[src/sv/ptc_pkg.sv]
// ----------------------------------------------------------------------------
// ptc_pkg: shared types and constants for pressure/temperature compensation
// Holds the pipeline payload carried from cell to cell and the register codes.
// ----------------------------------------------------------------------------
package ptc_pkg;

	localparam int DivBits = 64;

	// configuration register indexes
	localparam logic [1:0] RegCalibTemp   = 2'd0;
	localparam logic [1:0] RegCalibPressA = 2'd1;
	localparam logic [1:0] RegCalibPressB = 2'd2;
	localparam logic [1:0] RegCalibPressC = 2'd3;

	// one beat travelling through the divider row
	typedef struct packed {
		logic               vld;      // beat present
		logic               neg;      // quotient must be negated
		logic               zero_div; // divisor was zero
		logic [63:0]        rem;      // partial remainder
		logic [63:0]        quo;      // dividend shifting out, quotient shifting in
		logic [63:0]        dvs;      // divisor magnitude
		logic [31:0]        tfine;    // fine temperature carried along the row
		logic [31:0]        temp;     // temperature result
	} div_beat_t;

	function automatic logic [63:0] sx16(input logic [15:0] v);
		sx16 = {{48{v[15]}}, v};
	endfunction

endpackage

[src/sv/ptc_div_cell.sv]
// ----------------------------------------------------------------------------
// ptc_div_cell: one restoring-division step
// Shifts one dividend bit into the remainder and trial-subtracts the divisor.
// ----------------------------------------------------------------------------
module ptc_div_cell (
	input  logic                   clk,
	input  logic                   arst_n,
	input  logic                   en,
	input  ptc_pkg::div_beat_t     din,
	output ptc_pkg::div_beat_t     dout
);

	logic [64:0] trial;
	logic [63:0] shrem;
	ptc_pkg::div_beat_t nxt;
	logic               vld_q;
	ptc_pkg::div_beat_t data_q;

	// shift, subtract, keep or restore
	always_comb begin
		nxt   = din;
		shrem = {din.rem[62:0], din.quo[63]};
		trial = {1'b0, shrem} - {1'b0, din.dvs};
		if (!trial[64] && !din.rem[63]) begin
			nxt.rem = trial[63:0];
			nxt.quo = {din.quo[62:0], 1'b1};
		end else if (din.rem[63]) begin
			// remainder carries out of 64 bits: subtraction always fits
			nxt.rem = shrem - din.dvs;
			nxt.quo = {din.quo[62:0], 1'b1};
		end else begin
			nxt.rem = shrem;
			nxt.quo = {din.quo[62:0], 1'b0};
		end
	end

	// hold control under reset, advance when enabled
	always_ff @(posedge clk or negedge arst_n) begin
		if (!arst_n) begin
			vld_q <= 1'b0;
		end else if (en) begin
			vld_q <= din.vld;
		end
	end

	always_ff @(posedge clk) begin
		if (en) begin
			data_q <= nxt;
		end
	end

	// present the beat with its registered valid flag
	always_comb begin
		dout     = data_q;
		dout.vld = vld_q;
	end

endmodule

[config.mk]
export PLATFORM = sky130hd
export DESIGN_NAME = ptc_div_cell
export DESIGN_NICKNAME = d
export VERILOG_FILES = /design/src/sv/ptc_pkg.sv /design/src/sv/ptc_div_cell.sv
export SDC_FILE = /design/constraint.sdc
export NUM_CORES = 1
export LEC_CHECK = 0
export BUFFER_PORTS_ARGS = -buffer_cell sky130_fd_sc_hd__buf_2
export CAP_MARGIN = 10
export CORE_AREA = 3 3 204 206
export CTS_BUF_LIST = sky130_fd_sc_hd__clkbuf_4 sky130_fd_sc_hd__clkbuf_8
export DETAILED_ROUTE_END_ITERATION = 8
export DIE_AREA = 0 0 207 209
export PLACE_DENSITY_LB_ADDON = 0.05
export SETUP_SLACK_MARGIN = 0.4
export SLEW_MARGIN = 0
export SYNTH_ARGS = -nofsm -noshare
export SYNTH_HDL_FRONTEND = slang
export SYNTH_SLANG_ARGS = --single-unit
[constraint.sdc]
create_clock -name clk -period 1.4 [get_ports clk]
set_clock_uncertainty 0.1 [all_clocks]
set_input_delay 0.21 -clock clk [delete_from_list [all_inputs] [get_ports clk]]
set_output_delay 0.21 -clock clk [all_outputs]
set_load 0.005 [all_outputs]
### Word-level counts from Yosys, hierarchy flattened

Cells that the tools add are included.

| storage, ports and cells | value |
|---|---|
| bits in registers | 259 |
| input bits | 262 |
| output and inout port bits | 259 |

| cells by class | value |
|---|---|
| add/subtract/negate cells | 2 |
| reduce and logical (&&, ||, !) cells | 3 |
| multiplexer cells | 2 |

Operators by type and width:

| cell | count |
|---|---|
| 128-bit two-way mux | 2 |
| 64-bit by 64-bit subtractor with 65-bit output | 1 |
| 64-bit subtractor | 1 |
| 1-bit logical NOT | 2 |
| 1-bit logical AND | 1 |

### Logic depth before layout (Yosys ltp)

| depth | value |
|---|---|
| word-level depth | 4 |
| depth in mapped cells | 14 |
| gate-level depth less buffers | 12 |

### Worst setup path after synthesis

No wires, ideal clock.

| timing | value |
|---|---|
| path type | input port to flip-flop |
| start | input port din[191] (netlist name) |
| end | register data_q (netlist bit dout[195]), data pin |
| library setup time | 0.260 ns |
| cell stages on the path | 13 |
| arrival time | 2.654 ns |
| buffers on the path | 2 |
| slack | -1.614 ns |
| path through | inv_1 ha_1 fa_1 nand2b_1 a21oi_1 o211ai_1 a2111oi_4 o21ai_2 a21oi_4 a211oi_2 buf_6 buf_6 mux2_2 |

RTL lines:

| item | RTL line | source |
|---|---|---|
| start: declaration | ptc_div_cell.sv:9 | `input ptc_pkg::div_beat_t din,` |
| end signal: assignment | ptc_div_cell.sv:48 | `data_q <= nxt;` |
| end: declaration | ptc_div_cell.sv:17 | `ptc_pkg::div_beat_t data_q;` |

==> out/qor.yml <==
total_leakage_power_nw: 10.3
clock_sink_total: 259
outcome: "finished with violations"
p_per_area_mw_per_mm2: 1020
core_region_area_mm2: 0.0398
hold_class: "in2reg"
period_minus_slack_ps: 2480
synth_cells: 1061
worst_setup_path_start_kind: "primary input"
postSynth.asyncResetShare: 0.00386
timing.final.setup_violations: 294
cts_tree: "yes"
routed_via_density: 4.58
num_rows: 73
tns_ps: -70050
floorplan.die.height_um: 209
failed_checks: "hold timing, setup timing"
maximum_number_of_pins_on_one_net_before_global_route_repair: 54
irDropWorstVdd_uv: 712
drv.max_cap_violation_count: 0
antenna_found_initial: 10
finalMaxSlewViolations: 0
dr_total_vias: 12600
drt.antenna.violating_nets: 0
cts_made_buffers: 48
end_kind: "flip-flop"
cts_max_level: 2
ys_dominant_reg_cell: "sky130_fd_sc_hd__edfxtp_1"
drt_first_iter_violations: 571
place.detailed.instances: 2371
worst-endpoint-arrival_ps: 2810
critical_path_required_ps: 1730
gp_congestion: 0.842
ff2ff_setup_slack_ps: 560
worst_r2r_path_depth: 1
layout.cells.most_common_list: "501 x sky130_fd_sc_hd__buf_2, 296 x sky130_fd_sc_hd__buf_4, 258 x sky130_fd_sc_hd__edfxtp_1, 258 x sky130_fd_sc_hd__dlygate4sd3_1, 92 x sky130_fd_sc_hd__nand2_1"
initial_cell_density_of_the_core: 0.316
post_layout_nonfiller_instances: 2751
seq_area_frac_synth: 0.617
timing.hold.ws_ps: -314
n_fill_cell: 3529
drt-wirelength-per-cell_um: 18.7
yosys_register_bits: 259
drt_first_pass_iters: 5
yosysUniqueCellTypes: 60
min_period_over_period: 1.77
path_class: "in2reg"
power_mw: 23.8
clockRootBuffer: "sky130_fd_sc_hd__clkbuf_8"
tightestPinTransition_ps: 586
grt-ovfl-total: 0
max-slew-margin-rel: 0.606
grt_first_pass_wirelength_mm: 77.7
number_of_enable_flip_flop_cells_after_synthesis: 258
timing.hold.worst.start: "din[64]"
postSynthNetCount: 1388
clock_insertion_delay_worst_skew_ps: 600
critical_path.max_fanout: 5
hold_path_depth: 1
worst_r2r_endpoint: "vld_q"
clk_transition_reported_paths_ps: 60
setup_ws_ps: -1080
synthesis.area_mm2: 0.0126
portBuffers: 520
io-pin-count: 521
timing_hold_violations_final: 2
fmaxAchievable_mhz: 404
number_of_global_route_vias_before_repair: 13300
crit-reg2reg-launch: "vld_q"
avgSynthCellArea_um2: 11.9
post_route_cells_drive_above_1_share: 0.487
yosys_warnings: 0
die_area_mm2: 0.0433
floorplan.die.width_um: 207
post-route-drc-count: 0
max-clock-path-buffers: 3
place.detailed.hpwl_mm: 38.5
pre_cts_ws_ps: -1910
final_common_cell: "sky130_fd_sc_hd__buf_2"
routed_wirelength_mm: 51.5
setup_repair_after_global_routing_missed_its_margin: "yes"
finalNetCount: 2513
end_point_of_the_most_critical_hold_path: "dout[64]"
global_route.usage.total: 0.229
areaGrowthSynthToFinish_pct: 84.3
-- layer usage --
layer | share of wire | routed length [µm] | vias to the layer above | GRT usage
met3 | 0.060 | 3110 | 99 | 0.0546
met2 | 0.50 | 25500 | 387 | 0.396
met1 | 0.41 | 21200 | 5903 | 0.279
li1 | - | - | 6191 | -
met5 | 0.0015 | 75 | - | 0
met4 | 0.030 | 1550 | 10 | 0.0861
-- through the flow --
step | util | instance area [µm²]
2_1_floorplan | - | 12900
3_3_place_gp | 0.461 | 18300
3_5_place_dp | 0.461 | 18300
4_1_cts | 0.571 | 22800
5_1_grt | 0.582 | 23200
6_report | 0.583 | 23200
-- how the worst max path moves through the flow --
stage / start / endpoint
2_1_floorplan: din[75] / dout[195]
4_1_cts: din[75] / dout[250]
3_3_place_gp: din[74] / dout[229]
3_5_place_dp: din[64] / dout[228]
5_1_grt: din[191] / dout[223]
6_report: din[75] / dout[250]
-- power breakdown --
group	internal, mW	switching [mW]	total, mW	leakage, nW
Clock	4.23	3.36	7.59	0.502
Sequential	9.47	0.199	9.67	2.54
Combinational	3.47	3.03	6.51	7.27
Total	17.2	6.60	23.8	10.3
-- critical path, cell delays in order --
cell,delay [ps]
sky130_fd_sc_hd__buf_8,100
sky130_fd_sc_hd__inv_12,30
sky130_fd_sc_hd__ha_4,280
sky130_fd_sc_hd__nand2_4,50
sky130_fd_sc_hd__o211a_1,230
sky130_fd_sc_hd__o41a_1,380
sky130_fd_sc_hd__a2111oi_4,460
sky130_fd_sc_hd__o21ai_2,130
sky130_fd_sc_hd__a21oi_4,170
sky130_fd_sc_hd__a211oi_4,120
sky130_fd_sc_hd__buf_12,170
sky130_fd_sc_hd__buf_8,120
sky130_fd_sc_hd__buf_16,140
sky130_fd_sc_hd__o41ai_4,210
-- final cells by class --
class / count / area, µm² / share of cell area
clock buffers: 58 / 742 / 0.0320
inverters: 81 / 334 / 0.0144
well taps: 525 / 657 / 0.0283
flip-flops and latches: 259 / 7770 / 0.335
repair buffers: 1108 / 8180 / 0.353
clock inverters: 25 / 219 / 0.00944
multi-input cells: 688 / 5280 / 0.228
diodes: 7 / 17.5 / 0.000755
-- synth_stat cells (5+ instances only) --
master,number,area (µm²)
sky130_fd_sc_hd__a21o_1,26,195
sky130_fd_sc_hd__a21boi_0,7,52.6
sky130_fd_sc_hd__or3_1,7,43.8
sky130_fd_sc_hd__buf_2,5,25.0
sky130_fd_sc_hd__xnor2_1,30,263
sky130_fd_sc_hd__o211ai_1,7,52.6
sky130_fd_sc_hd__edfxtp_1,258,7750
sky130_fd_sc_hd__o21a_1,5,37.5
sky130_fd_sc_hd__mux2_2,5,56.3
sky130_fd_sc_hd__nor2_1,63,236
sky130_fd_sc_hd__nand3_1,14,70.1
sky130_fd_sc_hd__xor2_1,26,228
sky130_fd_sc_hd__ha_1,64,801
sky130_fd_sc_hd__a211oi_1,8,60.1
sky130_fd_sc_hd__nand2_1,121,454
sky130_fd_sc_hd__nand4_1,20,125
sky130_fd_sc_hd__nor2b_1,6,37.5
sky130_fd_sc_hd__nor3_1,14,70.1
sky130_fd_sc_hd__clkbuf_1,25,93.8
sky130_fd_sc_hd__inv_1,80,300
sky130_fd_sc_hd__o21ai_0,106,531
sky130_fd_sc_hd__and2_1,6,37.5
sky130_fd_sc_hd__o21bai_1,11,82.6
sky130_fd_sc_hd__a21oi_1,87,435
sky130_fd_sc_hd__nand2b_1,5,31.3
-- cell families after synthesis --
family | share of synthesized area
and+or+nand+nor | 0.0958
buffers and inverters | 0.0360
DFF | 0.617
AOI/OAI and AO/OA | 0.142
adders and majority gates | 0.0652
muxes | 0.00447
xor gates and xnor gates | 0.0390
-- timing repair --
item / CTS / global route
pin swaps: 42 / 14
hold buffers: 256 / 2
gates resized for setup: 200 / 78
gates cloned: 5 / 1
setup endpoints to repair: 324 / 580
buffers inserted: 18 / 8
hold endpoints to repair: 326 / 5
-- sequential cells by signal (all words and copies together) (netlist names) --
name   flops
vld_q      1
dout     258
No activity file was read; power rests on OpenSTA's default activity.
